==> src/tmhc_pkg.sv <==
`default_nettype none
package tmhc_pkg;

  localparam int NUMBER_W          = 44;
  localparam int OUTCOME_W         = 2;
  localparam int COUNT_W           = 12;
  localparam int LENGTH_W          = 7;
  localparam int WORD_W            = 64;
  localparam int WINDOWS           = 7;
  localparam int WIN_W             = 3;
  localparam int TAPE_CELLS_DEF    = 100;
  localparam int STATE_COUNT_DEF   = 5;

  localparam logic [OUTCOME_W-1:0] OUT_HALT      = 2'd0;
  localparam logic [OUTCOME_W-1:0] OUT_LOOP      = 2'd1;
  localparam logic [OUTCOME_W-1:0] OUT_OVERFLOW  = 2'd2;
  localparam logic [OUTCOME_W-1:0] OUT_UNDECIDED = 2'd3;

  // per-cycle control broadcast to every tape cell
  typedef struct packed {
    logic clear;
    logic step;
    logic move_left;
    logic write_bit;
    logic snap_take;
    logic snap_shift;
  } cell_ctrl_t;

  // step count at which each window closes
  function automatic logic [COUNT_W-1:0] window_end(input logic [WIN_W-1:0] idx);
    logic [COUNT_W-1:0] r;
    case (idx)
      3'd0:    r = 12'd4;
      3'd1:    r = 12'd16;
      3'd2:    r = 12'd48;
      3'd3:    r = 12'd96;
      3'd4:    r = 12'd300;
      3'd5:    r = 12'd1000;
      default: r = 12'd2500;
    endcase
    return r;
  endfunction

endpackage
`default_nettype wire

==> src/tmhc_if.sv <==
`default_nettype none
interface tmhc_in_if;
  logic                          valid;
  logic                          ready;
  logic [tmhc_pkg::NUMBER_W-1:0] machine_number;

  modport source (output valid, machine_number, input ready);
  modport sink   (input valid, machine_number, output ready);
endinterface

interface tmhc_out_if;
  logic                           valid;
  logic                           ready;
  logic [tmhc_pkg::OUTCOME_W-1:0] outcome;
  logic [tmhc_pkg::COUNT_W-1:0]   step_count;
  logic [tmhc_pkg::LENGTH_W-1:0]  tape_length;
  logic [tmhc_pkg::WORD_W-1:0]    tape_word;
  logic                           word_index;
  logic                           last;

  modport source (output valid, outcome, step_count, tape_length, tape_word, word_index, last,
                  input ready);
  modport sink   (input valid, outcome, step_count, tape_length, tape_word, word_index, last,
                  output ready);
endinterface
`default_nettype wire

==> src/tmhc_cell.sv <==
`default_nettype none
module tmhc_cell #(
  parameter bit IS_START = 1'b0
) (
  input  wire logic                 clk,
  input  wire tmhc_pkg::cell_ctrl_t ctrl,
  input  wire logic                 in_win,
  input  wire logic                 head_left,
  input  wire logic                 head_right,
  input  wire logic                 snap_left,
  output logic                      head,
  output logic                      tape,
  output logic                      snap,
  output logic                      mismatch
);

  always_ff @(posedge clk) begin
    if (ctrl.clear) begin
      tape <= 1'b0;
      head <= IS_START;
    end else if (ctrl.step) begin
      if (head) begin
        tape <= ctrl.write_bit;
      end
      head <= ctrl.move_left ? head_right : head_left;
    end
  end

  // snapshot kept aligned to the right edge: shifts up as the edge grows
  always_ff @(posedge clk) begin
    if (ctrl.snap_take) begin
      snap <= tape;
    end else if (ctrl.snap_shift) begin
      snap <= snap_left;
    end
  end

  assign mismatch = in_win & (tape ^ snap);

endmodule
`default_nettype wire

==> src/tmhc_digits.sv <==
`default_nettype none
module tmhc_digits #(
  parameter int STATE_COUNT = tmhc_pkg::STATE_COUNT_DEF
) (
  input  wire logic                              clk,
  input  wire logic                              rst,
  input  wire logic                              start,
  input  wire logic [tmhc_pkg::NUMBER_W-1:0]     number,
  input  wire logic [$clog2(2*STATE_COUNT)-1:0]  rule_idx,
  output logic [$clog2(4*STATE_COUNT)-1:0]       rule,
  output logic                                   done
);

  localparam int BASE   = 4 * STATE_COUNT;
  localparam int DIGITS = 2 * STATE_COUNT;
  localparam int DW     = $clog2(BASE);
  localparam int CW     = $clog2(tmhc_pkg::NUMBER_W);

  logic [tmhc_pkg::NUMBER_W-1:0] bits;
  logic [CW-1:0]                 count;
  logic                          busy;
  logic [DW-1:0]                 digit [DIGITS];
  logic [DIGITS:0]               carry;

  // binary to base-4S, MSB first: each digit doubles and adds the carry from below
  assign carry[0] = bits[tmhc_pkg::NUMBER_W-1];

  for (genvar i = 0; i < DIGITS; i++) begin : g_dig
    logic [DW:0] dbl;
    assign carry[i+1] = (digit[i] >= DW'(BASE / 2));
    assign dbl        = {digit[i], carry[i]} - (carry[i+1] ? (DW+1)'(BASE) : '0);
    always_ff @(posedge clk) begin
      if (start) begin
        digit[i] <= '0;
      end else if (busy) begin
        digit[i] <= dbl[DW-1:0];
      end
    end
  end

  always_ff @(posedge clk) begin
    if (rst) begin
      busy <= 1'b0;
      done <= 1'b0;
    end else begin
      done <= 1'b0;
      if (start) begin
        busy <= 1'b1;
      end else if (busy && count == '0) begin
        busy <= 1'b0;
        done <= 1'b1;
      end
    end
  end

  always_ff @(posedge clk) begin
    if (start) begin
      bits  <= number;
      count <= CW'(tmhc_pkg::NUMBER_W - 1);
    end else if (busy) begin
      bits  <= bits << 1;
      count <= count - 1'b1;
    end
  end

  assign rule = digit[rule_idx];

endmodule
`default_nettype wire

==> src/turing_machine_halt_classifier.sv <==
`default_nettype none
// Classifies one two-symbol busy-beaver machine per transfer. The 44-bit
// machine number is unpacked into 2*STATE_COUNT rule digits (one input bit a
// cycle), then the machine runs on a row of TAPE_CELLS+1 cells, one machine
// step per cycle between window boundaries, with the head as a marker that
// walks the row and a right-edge-aligned snapshot held in each cell so the
// loop test is a parallel compare. Each of the seven windows opens with a
// snapshot state and closes without a step; an item runs at most 2499
// machine steps. A new item is taken only once the last result of the
// previous one has gone. A halt gives two results (tape cells 1..64, then
// 65..128 with last set); every other outcome gives one, with tape_length
// and tape_word zero.
module turing_machine_halt_classifier #(
  parameter int TAPE_CELLS  = tmhc_pkg::TAPE_CELLS_DEF,
  parameter int STATE_COUNT = tmhc_pkg::STATE_COUNT_DEF
) (
  input  wire logic   clk,
  input  wire logic   rst,
  tmhc_in_if.sink     item,
  tmhc_out_if.source  result
);

  localparam int HW = $clog2(TAPE_CELLS + 2);
  localparam int SW = $clog2(STATE_COUNT);
  localparam int DW = $clog2(4 * STATE_COUNT);
  localparam int IW = $clog2(2 * STATE_COUNT);
  localparam int CW = tmhc_pkg::COUNT_W;

  typedef enum logic [4:0] {
    S_IDLE = 5'b00001,
    S_LOAD = 5'b00010,
    S_SNAP = 5'b00100,
    S_RUN  = 5'b01000,
    S_OUT  = 5'b10000
  } fsm_t;

  fsm_t fsm, fsm_next;

  // machine registers
  logic [SW-1:0]                  mstate, snap_state;
  logic [HW-1:0]                  head, rightmost, leftmost, shift, offset0;
  logic [CW-1:0]                  counter;
  logic [tmhc_pkg::WIN_W-1:0]     win;
  logic                           pending;
  logic [tmhc_pkg::OUTCOME_W-1:0] outcome;
  logic [CW-1:0]                  count_out;
  logic                           word;

  tmhc_pkg::cell_ctrl_t ctrl;
  logic                 load_done;
  logic [DW-1:0]        rule;
  logic [TAPE_CELLS:0]  head_bits, tape_bits, snap_bits, mism_bits;
  logic [HW-1:0]        lo;
  logic                 sym, match;
  logic [CW-1:0]        cnt_eff;
  logic [HW-1:0]        head_new;
  logic                 is_halt;

  assign item.ready = (fsm == S_IDLE);

  tmhc_digits #(.STATE_COUNT(STATE_COUNT)) u_digits (
    .clk      (clk),
    .rst      (rst),
    .start    (item.valid && item.ready),
    .number   (item.machine_number),
    .rule_idx (IW'({mstate, sym})),
    .rule     (rule),
    .done     (load_done)
  );

  // loop window on the current tape: from the translated left edge up to the right edge
  assign lo = leftmost + shift;

  for (genvar i = 0; i <= TAPE_CELLS; i++) begin : g_cell
    logic h_left, h_right, s_left;
    if (i == 0) begin : g_lo
      assign h_left = 1'b0;
      assign s_left = 1'b0;
    end else begin : g_mid
      assign h_left = head_bits[i-1];
      assign s_left = snap_bits[i-1];
    end
    if (i == TAPE_CELLS) begin : g_hi
      assign h_right = 1'b0;
    end else begin : g_nhi
      assign h_right = head_bits[i+1];
    end
    tmhc_cell #(.IS_START(i == 1)) u_cell (
      .clk        (clk),
      .ctrl       (ctrl),
      .in_win     ((HW'(i) >= lo) && (HW'(i) <= rightmost)),
      .head_left  (h_left),
      .head_right (h_right),
      .snap_left  (s_left),
      .head       (head_bits[i]),
      .tape       (tape_bits[i]),
      .snap       (snap_bits[i]),
      .mismatch   (mism_bits[i])
    );
  end

  assign sym = |(head_bits & tape_bits);

  // test of the previous step, made on registered state before the next step
  assign match = pending && (mstate == snap_state) && ((rightmost - head) == offset0)
                 && !(|mism_bits);
  assign cnt_eff  = pending ? counter + 1'b1 : counter;
  assign head_new = rule[0] ? head - 1'b1 : head + 1'b1;
  assign is_halt  = (outcome == tmhc_pkg::OUT_HALT);

  always_comb begin
    fsm_next        = fsm;
    ctrl            = '0;
    ctrl.move_left  = rule[0];
    ctrl.write_bit  = rule[1];
    case (fsm)
      S_IDLE: begin
        if (item.valid) begin
          ctrl.clear = 1'b1;
          fsm_next   = S_LOAD;
        end
      end
      S_LOAD: begin
        if (load_done) begin
          fsm_next = S_SNAP;
        end
      end
      S_SNAP: begin
        ctrl.snap_take = 1'b1;
        fsm_next       = S_RUN;
      end
      S_RUN: begin
        if (match) begin
          fsm_next = S_OUT;
        end else if (cnt_eff >= tmhc_pkg::window_end(win)) begin
          fsm_next = (win == tmhc_pkg::WIN_W'(tmhc_pkg::WINDOWS - 1)) ? S_OUT : S_SNAP;
        end else begin
          ctrl.step = 1'b1;
          if ((rule[0] && head == HW'(1)) || (!rule[0] && head == HW'(TAPE_CELLS))) begin
            fsm_next = S_OUT;
          end else if (!rule[0] && head_new > rightmost) begin
            ctrl.snap_shift = 1'b1;
          end
        end
      end
      S_OUT: begin
        if (result.ready && (!is_halt || word)) begin
          fsm_next = S_IDLE;
        end
      end
      default: fsm_next = S_IDLE;
    endcase
  end

  always_ff @(posedge clk) begin
    if (rst) begin
      fsm <= S_IDLE;
    end else begin
      fsm <= fsm_next;
    end
  end

  always_ff @(posedge clk) begin
    case (fsm)
      S_IDLE: begin
        mstate    <= '0;
        head      <= HW'(1);
        rightmost <= HW'(1);
        counter   <= CW'(1);
        win       <= '0;
        pending   <= 1'b0;
        word      <= 1'b0;
      end
      S_SNAP: begin
        snap_state <= mstate;
        leftmost   <= head;
        shift      <= '0;
        offset0    <= rightmost - head;
        pending    <= 1'b0;
      end
      S_RUN: begin
        if (match) begin
          outcome   <= tmhc_pkg::OUT_LOOP;
          count_out <= counter;
        end else if (cnt_eff >= tmhc_pkg::window_end(win)) begin
          counter   <= cnt_eff;
          win       <= win + 1'b1;
          outcome   <= tmhc_pkg::OUT_UNDECIDED;
          count_out <= cnt_eff;
        end else if (rule[0] && head == HW'(1)) begin
          // stepped onto cell 0: halt, and this step is counted
          outcome   <= tmhc_pkg::OUT_HALT;
          count_out <= cnt_eff + 1'b1;
        end else if (!rule[0] && head == HW'(TAPE_CELLS)) begin
          outcome   <= tmhc_pkg::OUT_OVERFLOW;
          count_out <= cnt_eff;
        end else begin
          counter <= cnt_eff;
          pending <= 1'b1;
          mstate  <= rule[DW-1:2];
          head    <= head_new;
          if (head_new > rightmost) begin
            rightmost <= head_new;
            shift     <= shift + 1'b1;
          end
          if (head_new < leftmost) begin
            leftmost <= head_new;
          end
        end
      end
      S_OUT: begin
        if (result.ready) begin
          word <= 1'b1;
        end
      end
      default: ;
    endcase
  end

  // tape words: cells 1..64 and 65..128, cells beyond the tape read 0
  logic [tmhc_pkg::WORD_W-1:0] word0, word1;
  for (genvar b = 0; b < tmhc_pkg::WORD_W; b++) begin : g_pack
    if (b + 1 <= TAPE_CELLS) begin : g_w0
      assign word0[b] = tape_bits[b + 1];
    end else begin : g_z0
      assign word0[b] = 1'b0;
    end
    if (b + 1 + tmhc_pkg::WORD_W <= TAPE_CELLS) begin : g_w1
      assign word1[b] = tape_bits[b + 1 + tmhc_pkg::WORD_W];
    end else begin : g_z1
      assign word1[b] = 1'b0;
    end
  end

  assign result.valid       = (fsm == S_OUT);
  assign result.outcome     = outcome;
  assign result.step_count  = count_out;
  assign result.tape_length = is_halt ? tmhc_pkg::LENGTH_W'(rightmost) : '0;
  assign result.tape_word   = is_halt ? (word ? word1 : word0) : '0;
  assign result.word_index  = word;
  assign result.last        = !is_halt || word;

endmodule
`default_nettype wire

==> src/flat_wrapper.sv <==
// flat-port wrapper written by rule: the top's interface ports become plain ports
module turing_machine_halt_classifier_flat 
#(
  parameter int TAPE_CELLS  = tmhc_pkg::TAPE_CELLS_DEF,
  parameter int STATE_COUNT = tmhc_pkg::STATE_COUNT_DEF
)
  (clk, rst, item_valid, item_machine_number, item_ready, result_valid, result_outcome, result_step_count, result_tape_length, result_tape_word, result_word_index, result_last, result_ready);
  tmhc_in_if item_i ();
  tmhc_out_if result_i ();
  input  wire logic clk;
  input  wire logic rst;
  input wire logic [$bits(item_i.valid)-1:0] item_valid;
  input wire logic [$bits(item_i.machine_number)-1:0] item_machine_number;
  output wire logic [$bits(item_i.ready)-1:0] item_ready;
  output wire logic [$bits(result_i.valid)-1:0] result_valid;
  output wire logic [$bits(result_i.outcome)-1:0] result_outcome;
  output wire logic [$bits(result_i.step_count)-1:0] result_step_count;
  output wire logic [$bits(result_i.tape_length)-1:0] result_tape_length;
  output wire logic [$bits(result_i.tape_word)-1:0] result_tape_word;
  output wire logic [$bits(result_i.word_index)-1:0] result_word_index;
  output wire logic [$bits(result_i.last)-1:0] result_last;
  input wire logic [$bits(result_i.ready)-1:0] result_ready;
  assign item_i.valid = item_valid;
  assign item_i.machine_number = item_machine_number;
  assign item_ready = item_i.ready;
  assign result_valid = result_i.valid;
  assign result_outcome = result_i.outcome;
  assign result_step_count = result_i.step_count;
  assign result_tape_length = result_i.tape_length;
  assign result_tape_word = result_i.tape_word;
  assign result_word_index = result_i.word_index;
  assign result_last = result_i.last;
  assign result_i.ready = result_ready;
  turing_machine_halt_classifier #(.TAPE_CELLS(TAPE_CELLS), .STATE_COUNT(STATE_COUNT)) u_core (.clk(clk), .rst(rst), .item(item_i), .result(result_i));
endmodule
==> config.mk <==
export PLATFORM = sky130hd
export DESIGN_NAME = turing_machine_halt_classifier_flat
export DESIGN_NICKNAME = d
export VERILOG_FILES = /design/src/tmhc_pkg.sv /design/src/tmhc_if.sv /design/src/tmhc_cell.sv /design/src/tmhc_digits.sv /design/src/turing_machine_halt_classifier.sv /design/src/flat_wrapper.sv
export SDC_FILE = /design/constraint.sdc
export NUM_CORES = 1
export LEC_CHECK = 0
export BUFFER_PORTS_ARGS = -buffer_cell sky130_fd_sc_hd__clkbuf_2
export CAP_MARGIN = 30
export CORE_MARGIN = 1.5
export CORE_UTILIZATION = 47
export DETAILED_ROUTE_END_ITERATION = 10
export PLACE_DENSITY_LB_ADDON = 0.12
export SETUP_SLACK_MARGIN = 0.3
export SLEW_MARGIN = 20
export SYNTH_ARGS = -nofsm -noshare
export SYNTH_HDL_FRONTEND = slang
export SYNTH_SLANG_ARGS = --single-unit
export TNS_END_PERCENT = 100
==> constraint.sdc <==
create_clock -name clk -period 17.2 [get_ports clk]
set_clock_uncertainty 0.05 [all_clocks]
set_input_delay 0.86 -clock clk [delete_from_list [all_inputs] [get_ports clk]]
set_output_delay 0.86 -clock clk [all_outputs]
set_load 0.005 [all_outputs]
==> impl_metrics.env <==
export IMPL_crit_end="u_core.g_cell[93].u_cell.tape"
export IMPL_max_freq_mhz=130.6
export IMPL_seqCellArea_mm2=0.01232
export IMPL_finalCriticalPeriod_ns=7.659
export IMPL_h_tree_depth=2
export IMPL_final_nets=2959
export IMPL_final_util=0.5283
export IMPL_antenna_left=0
export IMPL_dr_pass1_iters=8
export IMPL_synth_seq_cells=482
export IMPL_rsz0062_at_grt="no"
export IMPL_worstPathCellList="ha_1 -> a21o_1 -> a211oi_1 -> or2_1 -> nor2_2 -> a2111oi_0 -> a41oi_1 -> o2111a_1 -> o2111ai_1 -> nand4bb_4 -> buf_4 -> buf_16 -> buf_4 -> buf_12 -> buf_4 -> and2_4 -> buf_4 -> buf_16 -> a31o_2"
export IMPL_cts_resized=0
export IMPL_drive_gt1_frac=0.2000
export IMPL_initial_core_util=0.4761
export IMPL_max_clock_path_buffers=3
export IMPL_grt_total_usage=0.3302
export IMPL_final_fill_count=5372
export IMPL_numCtsBuffers=54
export IMPL_post_route_period_util=0.4453
export IMPL_area_delta_synth_final_pct=10.96
export IMPL_max_cap_viol_count=0
export IMPL_r2r_start="u_core.shift[1]"
export IMPL_p_leak_nw=11.99
export IMPL_cts_sinks=482
export IMPL_whs_path_depth=3
export IMPL_r2r_end="u_core.g_cell[93].u_cell.tape"
export IMPL_grt_pass1_vias=22430
export IMPL_cts_hold_buf=0
export IMPL_avgRoutedWirePerCell_um=28.07
export IMPL_worstSetupStartpoint="u_core.shift[1]"
export IMPL_r2r_worst_path_cells=19
export IMPL_critPathSlowestCell="and2_4"
export IMPL_die_h_um=247.7
export IMPL_clock_latency_ns=0.64
export IMPL_setup_tns_ns=0
export IMPL_status="finished with violations"
export IMPL_dpl_hpwl_mm=72.26
export IMPL_powerDensity_mw_per_mm2=164.0
export IMPL_synthCells=2810
export IMPL_switching_share=0.4252
export IMPL_synth_enable_flop_cells=267
export IMPL_drt_initial_drc_count=2612
export IMPL_max_slew_worst_pin_slew_ns=1.026
export IMPL_ys_flop_type="edfxtp_1"
export IMPL_slew_headroom=0.3128
export IMPL_regToRegSetupSlack_ns=9.54
export IMPL_intPower_mw=2.945
export IMPL_dp_cells=3547
export IMPL_wirelength_mm=102.7
export IMPL_ios=137
export IMPL_die_w_um=247.7
export IMPL_path_class="reg -> reg"
export IMPL_viasPerCell=6.489
export IMPL_multi_input_area_mm2=0.01463
export IMPL_post_place_ws_ns=9.172
export IMPL_violations="DRC"
export IMPL_yosysWarningCount=0
export IMPL_yosysTopAreaCellShare=0.2848
export IMPL_synth_area_per_cell_um2=10.02
export IMPL_critPathLaunchType="register"
export IMPL_synth_cell_type_count=89
export IMPL_die_area_mm2=0.06138
export IMPL_diodes=0
export IMPL_vdd_drop_max_uv=102.8
export IMPL_combPwrFrac=0.413
export IMPL_arrival_ns=8.16
export IMPL_stdcell_area_mm2=0.03124
export IMPL_antenna_found_initial=1
export IMPL_place_area_mm2=0.02924
export IMPL_hp_class="in -> reg"
export IMPL_setup_ws_ns=9.541
export IMPL_holdWs_ns=0.4425
export IMPL_yosys_top_cells_area="edfxtp_1 (28%), dfxtp_1 (15%), mux2i_1 (5.3%)"
export IMPL_ys_async_sr_fraction=0
export IMPL_port_buffers=136
export IMPL_finalHoldViolCount=0
export IMPL_vias=23740
export IMPL_drc_errors=4
export IMPL_seqPwrFrac=0.358
export IMPL_p_clk_frac=0.229
export IMPL_switchingPower_mw=2.179
export IMPL_synth_area_mm2=0.02815
export IMPL_coreArea_mm2=0.05913
export IMPL_synth_largest_area_cell="edfxtp_1"
export IMPL_finalSetupViolCount=0
export IMPL_maxSlewViolCount=0
export IMPL_rows=89
export IMPL_clk_pin_slew_ns=0.06
export IMPL_slowest_delay_ns=0.91
export IMPL_cp_end_kind="register"
export IMPL_crit_fanout=72
export IMPL_seq_area_frac_synth=0.4377
export IMPL_grt_max_degree=86
export IMPL_total_power_mw=5.124
export IMPL_syn_num_nets=2929
export IMPL_cp_required_ns=17.70
export IMPL_ctsRootBufferMaster="clkbuf_16"
export IMPL_grt_remaining_overflow=0
export IMPL_grt_first_pass_wirelength_mm=150.7
export IMPL_cts_tree="yes"
export IMPL_globalplace_congestion=1.030
export IMPL_stdcell_count=3658
export IMPL_post_cts_buffers=0
export IMPL_cpMostUsedCell="buf_4"
## cell type report
| cell class | count | share of cell area |
|---|---|---|
| repair buffers | 185 | 0.03945 |
| inverters | 84 | 0.01009 |
| clock inverters | 17 | 0.005047 |
| flip-flops and latches | 482 | 0.3945 |
| well taps | 773 | 0.03096 |
| multi-input cells | 2033 | 0.4682 |
| clock buffers | 84 | 0.05179 |
## logic make-up after synthesis
logic type	count (synthesis)	share of synthesized area
AO/OA/AOI/OAI	797	0.2106
flip-flops	482	0.4377
XOR/XNOR	176	0.05502
buffers and inverters	295	0.04613
adder cells (fa/ha/maj)	71	0.03209
AND/OR/NAND/NOR	726	0.1155
multiplexers	263	0.1030
## state kept, by name, summed over array words and instances, names as in the netlist, 2 cells and up
register / count
u_core.u_digits.bits: 44
u_core.mstate: 3
u_core.shift: 7
u_core.u_digits.count: 6
u_core.g_cell.u_cell.snap: 101
u_core.g_cell.u_cell.tape: 101
u_core.u_digits.digit: 50
u_core.offset0: 7
u_core.snap_state: 3
u_core.counter: 12
u_core.head: 7
u_core.result.outcome: 2
u_core.g_cell.u_cell.head: 101
u_core.win: 3
u_core.rightmost: 7
u_core.leftmost: 7
u_core.result.step_count: 12
u_core.fsm: 5
## power by group through the flow
stage	Clock, mW	Combinational [mW]	Sequential (mW)
after floorplan	0	1.52	1.73
after global placement	0	2.02	1.84
after detailed placement	0	2.05	1.85
after CTS	1.18	2.06	1.83
after global routing	1.23	2.29	1.86
final	1.17	2.12	1.84
## worst min-delay path by stage
| stage | start | endpoint |
|---|---|---|
| detailed placement | u_core.u_digits.count[5] | u_core.u_digits.count[5] |
| global placement | u_core.u_digits.count[5] | u_core.u_digits.count[5] |
| global route | item_machine_number[14] | u_core.u_digits.bits[14] |
| floorplan | u_core.mstate[2] | u_core.snap_state[2] |
| finish | item_machine_number[12] | u_core.u_digits.bits[12] |
| CTS | item_machine_number[12] | u_core.u_digits.bits[12] |
## routing by layer
layer / wire length [um] / vias up / global-route usage
li1: - / 10490 / -
met1: 44590 / 11850 / 0.4719
met2: 44270 / 1171 / 0.4924
met5: 13 / - / 0
met3: 9645 / 224 / 0.06574
met4: 4151 / 2 / 0.1226
## Yosys cell counts, drive strengths merged (7+ instances only)
master	instances
a211o	7
a211oi	120
o21a	17
a21o	17
nor2	194
mux2i	148
nor4	13
xnor2	97
and2	51
and3	24
nand4	18
a21oi	192
a31o	102
o21ai	75
buf	82
dfxtp	215
o31ai	7
ha	69
edfxtp	267
o211ai	11
clkbuf	129
a22oi	20
mux2	104
xor2	79
nand2b	7
nor2b	13
mux4	11
or3	7
a221oi	21
inv	83
a22o	16
nand2	320
nand3	27
o22ai	13
nor3	26
a31oi	113
## placed cells by master, fill, tap and decap left out, types with 38 or more instances in the layout
cell	n
o21ai_0	65
a31oi_1	112
inv_1	82
nor2_1	191
mux2i_1	148
xor2_1	79
a31o_2	78
mux2_2	103
ha_1	69
a21oi_1	192
nand2_1	318
and2_1	48
edfxtp_1	267
a211oi_2	91
buf_4	38
clkbuf_16	57
clkbuf_2	136
xnor2_1	96
dfxtp_1	215
## critical path, delay by kind of cell (launching register included)
family | cells | cell delay (ns)
flops | 1 | 0.48
buf+inv | 7 | 2.75
simple gates | 4 | 1.95
compound gates | 7 | 1.81
fa+ha+maj | 1 | 0.37
(Power assumes the default switching activity.)
